File: src/sv/sdsh_pkg.sv
package sdsh_pkg;
	localparam int BLOCK_BYTES_DEF = 512;
	localparam int INIT_DUMMY_DEF = 10;

	localparam logic [4:0] PH_IDLE = 5'd0, PH_DUMMY = 5'd1, PH_CMD = 5'd2, PH_POLL = 5'd3,
		PH_TAIL = 5'd4, PH_TOKEN = 5'd5, PH_RDATA = 5'd6, PH_RCRC1 = 5'd7, PH_RCRC2 = 5'd8,
		PH_WTOKEN = 5'd9, PH_WDATA = 5'd10, PH_WCRC1 = 5'd11, PH_WCRC2 = 5'd12,
		PH_WRESP = 5'd13, PH_WBUSY = 5'd14, PH_WEXTRA = 5'd15, PH_STOPTOK = 5'd16,
		PH_SBUSY = 5'd17;

	localparam logic [3:0] CS_GO_IDLE = 4'd0, CS_INIT_A = 4'd1, CS_INIT_B = 4'd2,
		CS_BLOCKLEN = 4'd3, CS_READ = 4'd4, CS_STOP = 4'd5, CS_WRITE = 4'd6,
		CS_ER_START = 4'd7, CS_ER_END = 4'd8, CS_ERASE = 4'd9;

	localparam logic [1:0] OP_INIT = 2'd0, OP_READ = 2'd1, OP_WRITE = 2'd2, OP_ERASE = 2'd3;

	localparam logic [1:0] ST_OK = 2'd0, ST_TIMEOUT = 2'd1, ST_REJECT = 2'd2, ST_CMDERR = 2'd3;
	localparam logic [1:0] REG_CMD_RETRY = 2'd0, REG_TOK_RETRY = 2'd1, REG_INIT_RETRY = 2'd2;

	function automatic logic [7:0] cmd_byte(input logic [3:0] s);
		case (s)
			CS_GO_IDLE: cmd_byte = 8'h40;
			CS_INIT_A, CS_INIT_B: cmd_byte = 8'h41;
			CS_BLOCKLEN: cmd_byte = 8'h50;
			CS_READ: cmd_byte = 8'h52;
			CS_STOP: cmd_byte = 8'h4C;
			CS_WRITE: cmd_byte = 8'h59;
			CS_ER_START: cmd_byte = 8'h60;
			CS_ER_END: cmd_byte = 8'h61;
			CS_ERASE: cmd_byte = 8'h66;
			default: cmd_byte = 8'h40;
		endcase
	endfunction
endpackage

File: src/sv/sd_card_spi_host_sequencer_core.sv
// channel | valid    | stall     | payload
// in      | in_valid | in_stall  | mode operation block_address block_count received_byte write_byte
// out     | out_valid| out_stall | transmit_byte chip_select_active fast_clock read_valid read_data
//         |          |           | write_taken done_res status card_response
// cfg     | cfg_we   | -         | cfg_index cfg_data
// One item per cycle while in_stall is low: the whole slot decision is one pass from the
// state registers to the result register. in_stall follows out_stall only while a
// result is held, so a stalled output never blocks the cycle it frees. Reset puts
// all sequencer state to its defaults; no clearing pass.
module sd_card_spi_host_sequencer_core #(
	parameter int INIT_DUMMY_BYTES = sdsh_pkg::INIT_DUMMY_DEF
) (
	input  logic        clk,
	input  logic        arst_n,
	input  logic        in_valid,
	output logic        in_stall,
	input  logic        mode,
	input  logic [1:0]  operation,
	input  logic [22:0] block_address,
	input  logic [23:0] block_count,
	input  logic [7:0]  received_byte,
	input  logic [7:0]  write_byte,
	output logic        out_valid,
	input  logic        out_stall,
	output logic [7:0]  transmit_byte,
	output logic        chip_select_active,
	output logic        fast_clock,
	output logic        read_valid,
	output logic [7:0]  read_data,
	output logic        write_taken,
	output logic        done_res,
	output logic [1:0]  status,
	output logic [7:0]  card_response,
	input  logic        cfg_we,
	input  logic [1:0]  cfg_index,
	input  logic [15:0] cfg_data
);
	import sdsh_pkg::*;

	localparam logic [9:0] BLK = 10'(BLOCK_BYTES_DEF - 1);
	localparam logic [9:0] NDUMMY = 10'(INIT_DUMMY_BYTES);

	logic [7:0]  cmd_lim_q, init_lim_q;
	logic [15:0] tok_lim_q;
	logic [4:0]  phase_q, phase_d;
	logic [9:0]  bc_q, bc_d;
	logic [15:0] rc_q, rc_d;
	logic [2:0]  fi_q, fi_d;
	logic [31:0] arg_q, arg_d;
	logic [22:0] cur_q, cur_d;
	logic [23:0] left_q, left_d;
	logic [7:0]  ans_q, ans_d;
	logic        fast_q, fast_d;
	logic [3:0]  step_q, step_d;
	logic [7:0]  tx;
	logic        cs, rv, wt, dn;
	logic [1:0]  st;
	logic [15:0] rc_inc;
	logic [23:0] left_dec;
	logic        take;

	assign in_stall = out_valid & out_stall;
	assign take = in_valid & ~in_stall;
	assign rc_inc = rc_q + 16'd1;
	assign left_dec = left_q - 24'd1;

	always_comb begin
		phase_d = phase_q; bc_d = bc_q; rc_d = rc_q; fi_d = fi_q; arg_d = arg_q;
		cur_d = cur_q; left_d = left_q; ans_d = ans_q; fast_d = fast_q; step_d = step_q;
		tx = 8'hFF; cs = 1'b0; rv = 1'b0; wt = 1'b0; dn = 1'b0; st = ST_OK;
		if (!mode) begin
			if (phase_q == PH_IDLE) begin
				cur_d = block_address;
				left_d = (block_count == 24'd0) ? 24'd1 : block_count;
				fi_d = 3'd0; arg_d = {block_address[22:0], 9'd0}; cs = 1'b1;
				phase_d = PH_CMD;
				case (operation)
					OP_INIT: begin
						fast_d = 1'b0; bc_d = 10'd1; cs = 1'b0; phase_d = PH_DUMMY;
						arg_d = arg_q; fi_d = fi_q;
					end
					OP_READ: step_d = CS_READ;
					OP_WRITE: step_d = CS_WRITE;
					default: step_d = CS_ER_START;
				endcase
				if (operation != OP_INIT) tx = cmd_byte(step_d);
			end
		end else begin
			case (phase_q)
				PH_DUMMY: begin
					if (bc_q < NDUMMY) bc_d = bc_q + 10'd1;
					else begin
						bc_d = 10'd0; step_d = CS_GO_IDLE; arg_d = 32'd0; fi_d = 3'd0;
						tx = cmd_byte(CS_GO_IDLE); cs = 1'b1; phase_d = PH_CMD;
					end
				end
				PH_CMD: begin
					cs = 1'b1;
					if (fi_q < 3'd4) begin
						fi_d = fi_q + 3'd1; tx = arg_q[31:24]; arg_d = {arg_q[23:0], 8'd0};
					end else if (fi_q == 3'd4) begin
						fi_d = 3'd5; tx = 8'h95;
					end else begin
						rc_d = 16'd0; phase_d = PH_POLL;
					end
				end
				PH_POLL: begin
					logic ans, tmo;
					ans = received_byte != 8'hFF;
					rc_d = ans ? rc_q : rc_inc;
					tmo = !ans && rc_inc >= {8'd0, cmd_lim_q};
					if (!ans && !tmo) begin
						cs = 1'b1;
					end else begin
						ans_d = received_byte; phase_d = PH_TAIL;
						case (step_q)
							CS_GO_IDLE, CS_INIT_B: begin
								if (!((step_q == CS_GO_IDLE && received_byte == 8'h01) ||
									(step_q == CS_INIT_B && received_byte == 8'h00))) begin
									bc_d = bc_q + 10'd1;
									if (bc_d >= {2'd0, init_lim_q}) begin
										dn = 1'b1; st = ST_TIMEOUT; phase_d = PH_IDLE;
									end
								end
							end
							CS_BLOCKLEN: begin
								fast_d = 1'b1; dn = 1'b1; phase_d = PH_IDLE;
							end
							CS_READ, CS_WRITE, CS_ER_START, CS_ER_END, CS_ERASE: begin
								if (tmo) begin
									dn = 1'b1; st = ST_TIMEOUT; phase_d = PH_IDLE;
								end else if (received_byte != 8'h00) begin
									dn = 1'b1; st = ST_CMDERR; phase_d = PH_IDLE;
								end else if (step_q == CS_ERASE) begin
									dn = 1'b1; phase_d = PH_IDLE;
								end
							end
							default: ;
						endcase
					end
				end
				PH_TAIL: begin
					cs = 1'b1; phase_d = PH_CMD; fi_d = 3'd0; arg_d = 32'd0;
					case (step_q)
						CS_GO_IDLE: if (ans_q == 8'h01) begin
							bc_d = 10'd0; step_d = CS_INIT_A;
						end
						CS_INIT_A: step_d = CS_INIT_B;
						CS_INIT_B: if (ans_q == 8'h00) begin
							step_d = CS_BLOCKLEN; arg_d = 32'(BLOCK_BYTES_DEF);
						end else step_d = CS_INIT_A;
						CS_READ: begin rc_d = 16'd0; phase_d = PH_TOKEN; end
						CS_WRITE: phase_d = PH_WTOKEN;
						CS_ER_START: begin
							step_d = CS_ER_END;
							arg_d = {23'(cur_q + left_dec[22:0]), 9'd0};
						end
						CS_ER_END: step_d = CS_ERASE;
						default: begin cs = 1'b0; dn = 1'b1; phase_d = PH_IDLE; end
					endcase
					if (phase_d == PH_CMD) tx = cmd_byte(step_d);
					else if (phase_d == PH_WTOKEN) tx = 8'hFC;
				end
				PH_TOKEN, PH_WBUSY, PH_SBUSY: begin
					logic hit;
					hit = (phase_q == PH_TOKEN) ? received_byte == 8'hFE : received_byte == 8'hFF;
					cs = 1'b1;
					if (hit) begin
						case (phase_q)
							PH_TOKEN: begin bc_d = 10'd0; phase_d = PH_RDATA; end
							PH_WBUSY: phase_d = PH_WEXTRA;
							default: begin cs = 1'b0; dn = 1'b1; phase_d = PH_IDLE; end
						endcase
					end else begin
						rc_d = rc_inc;
						if (rc_inc >= tok_lim_q) begin
							cs = 1'b0; dn = 1'b1; st = ST_TIMEOUT; phase_d = PH_IDLE;
						end
					end
				end
				PH_RDATA: begin
					rv = 1'b1; cs = 1'b1; bc_d = bc_q + 10'd1;
					if (bc_q == BLK) phase_d = PH_RCRC1;
				end
				PH_RCRC1: begin cs = 1'b1; phase_d = PH_RCRC2; end
				PH_RCRC2, PH_WEXTRA: begin
					left_d = left_dec; cur_d = cur_q + 23'd1; cs = 1'b1;
					if (phase_q == PH_RCRC2) begin
						if (left_dec != 24'd0) begin rc_d = 16'd0; phase_d = PH_TOKEN; end
						else begin
							step_d = CS_STOP; arg_d = 32'd0; fi_d = 3'd0;
							tx = cmd_byte(CS_STOP); phase_d = PH_CMD;
						end
					end else if (left_dec != 24'd0) begin
						tx = 8'hFC; phase_d = PH_WTOKEN;
					end else begin
						tx = 8'hFD; phase_d = PH_STOPTOK;
					end
				end
				PH_WTOKEN: begin
					bc_d = 10'd1; wt = 1'b1; tx = write_byte; cs = 1'b1; phase_d = PH_WDATA;
				end
				PH_WDATA: begin
					cs = 1'b1;
					if (bc_q <= BLK) begin
						bc_d = bc_q + 10'd1; wt = 1'b1; tx = write_byte;
					end else phase_d = PH_WCRC1;
				end
				PH_WCRC1: begin cs = 1'b1; phase_d = PH_WCRC2; end
				PH_WCRC2: begin cs = 1'b1; phase_d = PH_WRESP; end
				PH_WRESP: begin
					if (received_byte[4:0] != 5'h05) begin
						dn = 1'b1; st = ST_REJECT; phase_d = PH_IDLE;
					end else begin
						rc_d = 16'd0; cs = 1'b1; phase_d = PH_WBUSY;
					end
				end
				PH_STOPTOK: begin rc_d = 16'd0; cs = 1'b1; phase_d = PH_SBUSY; end
				default: phase_d = PH_IDLE;
			endcase
		end
	end

	always_ff @(posedge clk or negedge arst_n) begin
		if (!arst_n) begin
			cmd_lim_q <= 8'd255; tok_lim_q <= 16'hFFFF; init_lim_q <= 8'd255;
			phase_q <= PH_IDLE; bc_q <= '0; rc_q <= '0; fi_q <= '0; arg_q <= '0;
			cur_q <= '0; left_q <= '0; ans_q <= 8'hFF; fast_q <= 1'b0; step_q <= CS_GO_IDLE;
			out_valid <= 1'b0;
		end else begin
			if (cfg_we) begin
				case (cfg_index)
					REG_CMD_RETRY: cmd_lim_q <= cfg_data[7:0];
					REG_TOK_RETRY: tok_lim_q <= cfg_data;
					REG_INIT_RETRY: init_lim_q <= cfg_data[7:0];
					default: ;
				endcase
			end
			if (take) begin
				phase_q <= phase_d; bc_q <= bc_d; rc_q <= rc_d; fi_q <= fi_d; arg_q <= arg_d;
				cur_q <= cur_d; left_q <= left_d; ans_q <= ans_d; fast_q <= fast_d;
				step_q <= step_d;
			end
			if (take) out_valid <= 1'b1;
			else if (!out_stall) out_valid <= 1'b0;
		end
	end

	always_ff @(posedge clk) begin
		if (take) begin
			transmit_byte <= tx; chip_select_active <= cs; fast_clock <= fast_d;
			read_valid <= rv; read_data <= rv ? received_byte : 8'd0; write_taken <= wt;
			done_res <= dn; status <= st; card_response <= ans_d;
		end
	end
endmodule
File: config.mk
export PLATFORM = sky130hd
export DESIGN_NAME = sd_card_spi_host_sequencer_core
export DESIGN_NICKNAME = d
export VERILOG_FILES = /design/src/sv/sdsh_pkg.sv /design/src/sv/sd_card_spi_host_sequencer_core.sv
export SDC_FILE = /design/constraint.sdc
export NUM_CORES = 1
export LEC_CHECK = 0
export BUFFER_PORTS_ARGS = -buffer_cell sky130_fd_sc_hd__buf_2
export CAP_MARGIN = 20
export CORE_MARGIN = 4
export CORE_UTILIZATION = 53
export DETAILED_ROUTE_END_ITERATION = 6
export GPL_TIMING_DRIVEN = 0
export HOLD_SLACK_MARGIN = 0.08
export PLACE_DENSITY = 0.7
export SKIP_LAST_GASP = 1
export SYNTH_ARGS = -nofsm -noshare
export SYNTH_HDL_FRONTEND = slang
export SYNTH_SLANG_ARGS = --single-unit
File: constraint.sdc
create_clock -name clk -period 5.63 [get_ports clk]
set_input_delay 0.2815 -clock clk [delete_from_list [all_inputs] [get_ports clk]]
set_output_delay 0.2815 -clock clk [all_outputs]
set_load 0.1 [all_outputs]
==> Word-level counts from Yosys, hierarchy flattened <==
Memory sizes are Yosys's and may differ from the RTL's.
Cells that the tools add are included.
{ "word_totals": {"register_bits": 190, "rom_bits": 192, "input_bits": 89, "out_inout_bits": 33, "wordCells": 300, "memories": 2} }
{ "memory_table": {"columns": ["memory", "words", "width", "read_ports", "rd_ports_with_merged_regs", "write_ports", "line_no", "text"], "rows": [
  ["(name not given)", 16, 6, 1, 0, 0, "sdsh_pkg.sv:21", "case (s)"],
  ["(name not given)", 16, 6, 1, 0, 0, "sdsh_pkg.sv:21", null]
]} }
{ "classes": {"n_addsub": 6, "order_cmp": 6, "n_eq_ne": 71, "muxes": 151, "bitwise": 3, "reduce_logical": 38} }
{ "op_table": {"columns": ["op", "count"], "rows": [
  ["two-way mux 32 bit", 7],
  ["two-way mux 10 bit", 13],
  ["two-way mux 16 bit", 8],
  ["case mux 32 bit (4 select lines)", 1],
  ["case mux 16 bit (7 select lines)", 1],
  ["two-way mux 24 bit", 4],
  ["two-way mux 8 bit", 12],
  ["two-way mux 5 bit", 14],
  ["case mux 10 bit (7 select lines)", 1],
  ["case mux 5 bit (14 select lines)", 1],
  ["two-way mux 23 bit", 3],
  ["case mux 32 bit (2 select lines)", 1],
  ["case mux 8 bit (6 select lines)", 1],
  ["== test 5 x 4 -> 1 bit (second input constant)", 9],
  ["!= test 3 bit (second input constant)", 15],
  ["two-way mux 4 bit", 11],
  ["two-way mux 3 bit", 14],
  ["two-way mux 1 bit", 38],
  ["case mux 4 bit (3 select lines)", 3],
  ["logical NOT 24 bit", 1],
  ["nonzero test 24 bit", 1],
  ["subtractor 24 x 1 -> 24 bit (second input constant)", 1],
  ["adder 23 x 1 -> 23 bit (second input constant)", 1],
  ["adder 23 bit", 1],
  ["other kinds (68)", 113]
]} }

==> Depth between registers and ports, before layout <==
{ "depth": {"depth_word": 10, "depth_mapped": 16, "depth_no_buf": 15} }

==> Worst setup path after synthesis <==
Ideal clock, no wire load.
{ "synth_timing": {"path_type": "reg-to-reg", "startpoint": "register left_q[0]", "endpoint": "register arg_q[26]", "setup_ns": 0.129, "t_arrival_ns": 3.545, "required_ns": 5.501, "slack_ns": 1.957, "path_stages_with_launch": 16, "n_path_buf": 1, "period_less_slack_ns": 3.673, "path_cell_list": "dfrtp_1 -> inv_1 -> ha_1 -> nor3b_1 -> a21oi_1 -> or2_2 -> ha_1 -> clkbuf_1 -> o21ai_0 -> a2111oi_0 -> nor2_1 -> o31ai_1 -> a21boi_0 -> xnor2_1 -> a221oi_1 -> a21oi_2"} }
{ "synth_between": {"elab_chain_len": 5, "word_cells_on_any_way": 8, "classes_between": "2 x add/sub; 1 x eq/ne; 3 x mux; 2 x reduce/logical"} }
{ "synth_rtl": {"columns": ["element", "line_no", "text"], "rows": [
  ["from (decl)", "sd_card_spi_host_sequencer_core.sv:51", "logic [23:0] left_q, left_d;"],
  ["from (signal assigned)", "sd_card_spi_host_sequencer_core.sv:241", "cur_q <= cur_d; left_q <= left_d; ans_q <= ans_d; fast_q <= fast_d;"],
  ["subtractor 24 x 1 -> 24 bit *", "sd_card_spi_host_sequencer_core.sv:65", "assign left_dec = left_q - 24'd1;"],
  ["adder 23 bit", "sd_card_spi_host_sequencer_core.sv:156", "arg_d = {23'(cur_q + left_dec[22:0]), 9'd0};"],
  ["case mux 32 bit (2 select lines)", "sd_card_spi_host_sequencer_core.sv:144", "case (step_q)"],
  ["case mux 32 bit (4 select lines)", "sd_card_spi_host_sequencer_core.sv:89", "case (phase_q)"],
  ["two-way mux 32 bit", "sd_card_spi_host_sequencer_core.sv:71", "if (!mode) begin"],
  ["to (signal assigned)", "sd_card_spi_host_sequencer_core.sv:227", "phase_q <= PH_IDLE; bc_q <= '0; rc_q <= '0; fi_q <= '0; arg_q <= '0;"],
  ["to (signal assigned)", "sd_card_spi_host_sequencer_core.sv:240", "phase_q <= phase_d; bc_q <= bc_d; rc_q <= rc_d; fi_q <= fi_d; arg_q <= arg_d;"],
  ["to (decl)", "sd_card_spi_host_sequencer_core.sv:49", "logic [31:0] arg_q, arg_d;"]
]} }
Mark *: on every way between the ends. The rest lies on a longest branch, timed or not.
A chain may end at the register's enable or synchronous reset.

==> Final worst setup path <==
Same ends and word-level chain as after synthesis.

==> results.cfg <==
[global_routing]
grt_pass1_wl_um = 67200
track_usage_pct = 29.6
grt_pass1_vias = 12349
grt_max_degree = 95
grt_overflow = 0
antenna_found_initial = 1

[routing]
drc = 0
drt-initial-drc-count = 1048
avgViaCountPerCell = 6.30
ant_nets = 0
drtPass1Iterations = 5
num_vias = 12918
wl_per_cell_um = 20.7
totalWireLength_um = 42500

[clocking]
clk_pin_slew_ns = 0.08
clock_sinks = 181
post-cts-setup-buffer-count = 0
clkLatencyLatePin_ns = 0.45
clockBufferDepth = 2
cts_tree = done
cts-root-buf = clkbuf_16
numCtsBuffers = 17
htreeDepth = 4

[synth]
synth_flop_cell = dfrtp_1
avgSynthCellArea_um2 = 8.71
ys_ff_latch = 181
syn_nets = 1714
synth_edf_count = 31
synth_cell_type_count = 92
synth_seq_area_share_pct = 35.1
netlist_area_mm2 = 0.0135
async_reset_ff_share_pct = 82.9
yosys_warnings = 0
synthCells = 1549

[sta]
slew_headroom_pct = 37.3
holdWs_ns = 0.0884
worst_slew_pin_slew_ns = 0.937
hold_viol = 0
setup_slack_ns = 1.12
period_minus_slack_ns = 4.51
fin_skew_ns = 0.0150
setup_viol = 0
max_freq_mhz = 222
drv_slew = 0
period_share_pct = 80.1
fin_tns_setup_ns = 0
grt_setup_unrepaired = false

[setup_path]
cp.arrival_ns = 4.84
startpoint_type = flop
rr_startpoint = left_q[0]$_DFFE_PN0P_
worstSetupPathType = flop to flop
required_ns = 5.96
rrSetupSlack_ns = 1.12
cp-startpoint = left_q[0]$_DFFE_PN0P_
crit_fanout = 7
crit_path_end_kind = flop

[floorplan]
die_x_um = 168
die_area_mm2 = 0.0281
io_pins = 122
core_mm2 = 0.0251
die_height_um = 168
fp-row-count = 58
start_util_pct = 53.8

[place]
dp_hpwl_um = 31800
place_ws_ns = 1.22
port-buffer-count = 120
gp_congestion = 0.986

[layout]
area_growth_pct = 13.6
multi_input_area_mm2 = 0.00811
finalCoreUtilization_pct = 61.0
layout.nets = 1873
seqCellArea_mm2 = 0.00473
fillers = 2318
drive_gt1_share_pct = 17.8
diodes = 0

[power]
switching_share_pct = 46.9
power_density_mw_per_mm2 = 460
p_int_mw = 3.74
leakage_nw = 6.64
max-vdd-ir-drop_uv = 342
seqPwrFrac_pct = 28.9
clkPwrFrac_pct = 17.4
pwr-share-comb_pct = 53.7
power.switching_mw = 3.30

[min_path]
hp-start = block_address[4]
hp-class = primary input to flop

[run]
cap_violations = 0

[run_status]
status = completed
==> kinds of logic (layout without fill, tap and decap cells) <==
| kind of cell | after synthesis | in the layout | synth area share [%] |
|---|---|---|---|
| buffers and inverters | 164 | 336 | 4.88 |
| muxes | 83 | 83 | 6.70 |
| AOI/OAI and AO/OA | 465 | 465 | 22.6 |
| and+or+nand+nor | 531 | 531 | 20.3 |
| DFF | 181 | 181 | 35.1 |
| xor gates and xnor gates | 49 | 49 | 3.29 |
| adders and majority gates | 76 | 76 | 7.10 |
==> cell usage after synthesis (13+ instances only) <==
master	n	area share [%]
inv_1	77	2.1
a31oi_1	17	0.79
nand3_1	50	1.9
nand2b_1	25	1.2
clkbuf_1	69	1.9
mux2i_1	27	2.0
xnor2_1	28	1.8
a22oi_1	13	0.72
nand4_1	22	1.0
nor3_1	33	1.2
a21o_1	17	0.95
nor4_1	19	0.88
and2_1	15	0.70
dfstp_2	40	7.8
a21oi_1	122	4.5
o211ai_1	17	0.95
nor2b_1	17	0.79
mux2_2	55	4.6
or3_1	15	0.70
o21a_1	14	0.78
nor2_1	101	2.8
o21ai_0	111	4.1
nand2_1	145	4.0
ha_1	75	7.0
dfrtp_1	110	20
edfxtp_1	31	6.9
o22ai_1	21	0.97
a211oi_1	16	0.89
xor2_1	20	1.3
and3_1	35	1.6
==> per-stage QoR <==
stage          total power [mW]  cell area (um2)  std cells
2_1_floorplan              4.78            13500       1549
3_3_place_gp               5.69            14500       1999
3_5_place_dp               5.74            14600       2003
4_1_cts                    6.99            15300       2051
5_1_grt                    7.51            15300       2051
6_report                   7.04            15300       2051
==> power by group through the flow <==
stage / clock network, mW / logic, mW / registers [mW]
3_5_place_dp: 0 / 3.69 / 2.05
4_1_cts: 1.24 / 3.72 / 2.03
2_1_floorplan: 0 / 2.56 / 2.23
6_report: 1.23 / 3.78 / 2.03
5_1_grt: 1.29 / 4.14 / 2.08
3_3_place_gp: 0 / 3.65 / 2.04
==> timing repair <==
action	4_1_cts	5_1_grt
hold buffers	16	0
hold endpoints to repair	50	0
resized for setup	0	0
==> layout by cell type (no fill, tap or decap), drive strengths merged, types with 7 or more instances in the layout <==
| cell | synthesis | final |
|---|---|---|
| nor3 | 36 | 36 |
| nand3 | 51 | 51 |
| xnor2 | 28 | 28 |
| dfrtp | 110 | 110 |
| a31o | 12 | 12 |
| o2bb2ai | 10 | 10 |
| nand2b | 25 | 25 |
| mux2 | 56 | 56 |
| a211oi | 16 | 16 |
| dfstp | 40 | 40 |
| o31ai | 7 | 7 |
| a221oi | 7 | 7 |
| dlygate4sd3 | 0 | 16 |
| ha | 75 | 75 |
| nor3b | 7 | 7 |
| edfxtp | 31 | 31 |
| a22oi | 13 | 13 |
| nand4 | 23 | 23 |
| o211ai | 17 | 17 |
| and3 | 35 | 35 |
| buf | 18 | 141 |
| nor2 | 101 | 101 |
| o21a | 14 | 14 |
| inv | 77 | 87 |
| or3 | 16 | 16 |
| clkbuf | 69 | 88 |
| nor4 | 23 | 23 |
| and2 | 17 | 17 |
| a31oi | 23 | 23 |
| a21oi | 125 | 125 |
| o22ai | 21 | 21 |
| nand2 | 146 | 146 |
| xor2 | 20 | 20 |
| nand3b | 10 | 10 |
| o21bai | 7 | 7 |
| o21ai | 111 | 111 |
| nor2b | 17 | 17 |
| mux2i | 27 | 27 |
| a21o | 17 | 17 |
==> metal layers <==
| metal | up-vias | routed length, um | track usage [%] |
|---|---|---|---|
| li1 | 6059 | - | - |
| met1 | 6248 | 18100 | 39.5 |
| met2 | 512 | 20300 | 49.8 |
| met3 | 97 | 2480 | 3.82 |
| met4 | 2 | 1570 | 10.8 |
| met5 | - | 13 | 0 |
==> path summary, 6_finish.rpt <==
check / to / cells after the start
worst max-delay path: arg_q[26]$_DFFE_PN0P_ / 16
worst min-delay path: cur_q[4]$_DFFE_PN0P_ / 3
worst max register to register: arg_q[26]$_DFFE_PN0P_ / 16
worst min register to register: arg_q[13]$_DFFE_PN0P_ / 2
max in group asynchronous: phase_q[0]$_DFFE_PN0P_ / 3
min in group asynchronous: rc_q[2]$_DFFE_PN0P_ / 2
==> sequential cells by signal, indices dropped and copies added, names as in the netlist, 2 cells and up <==
signal	count
left_q	24
arg_q	23
cur_q	23
rc_q	16
tok_lim_q	16
bc_q	10
ans_q	8
card_response	8
cmd_lim_q	8
init_lim_q	8
read_data	8
transmit_byte	8
phase_q	5
step_q	4
fi_q	3
status	2
==> layout make-up <==
| type | instances | area share (%) |
|---|---|---|
| buffer | 87 | 2.41 |
| clock buffer | 19 | 2.96 |
| clock inverter | 13 | 0.800 |
| inverter | 77 | 1.89 |
| multi-input combinational | 1204 | 52.9 |
| sequential | 181 | 30.9 |
| tap | 330 | 2.69 |
| timing repair buffer | 140 | 5.49 |
==> critical path, stage by stage, from the launching register on <==
cell and delay, ns:
dfrtp_1 0.43, inv_1 0.14, ha_1 0.32, nor3b_1 0.42
and2_1 0.27, nand2_1 0.09, xnor2_1 0.43, ha_1 0.19
clkbuf_1 0.26, nand3_1 0.19, a2111oi_0 0.31, nor2_1 0.13
o31ai_1 0.36, a21boi_0 0.17, xnor2_1 0.17, a221oi_1 0.40
a21oi_2 0.10
No activity file was read; power rests on OpenSTA's default activity.
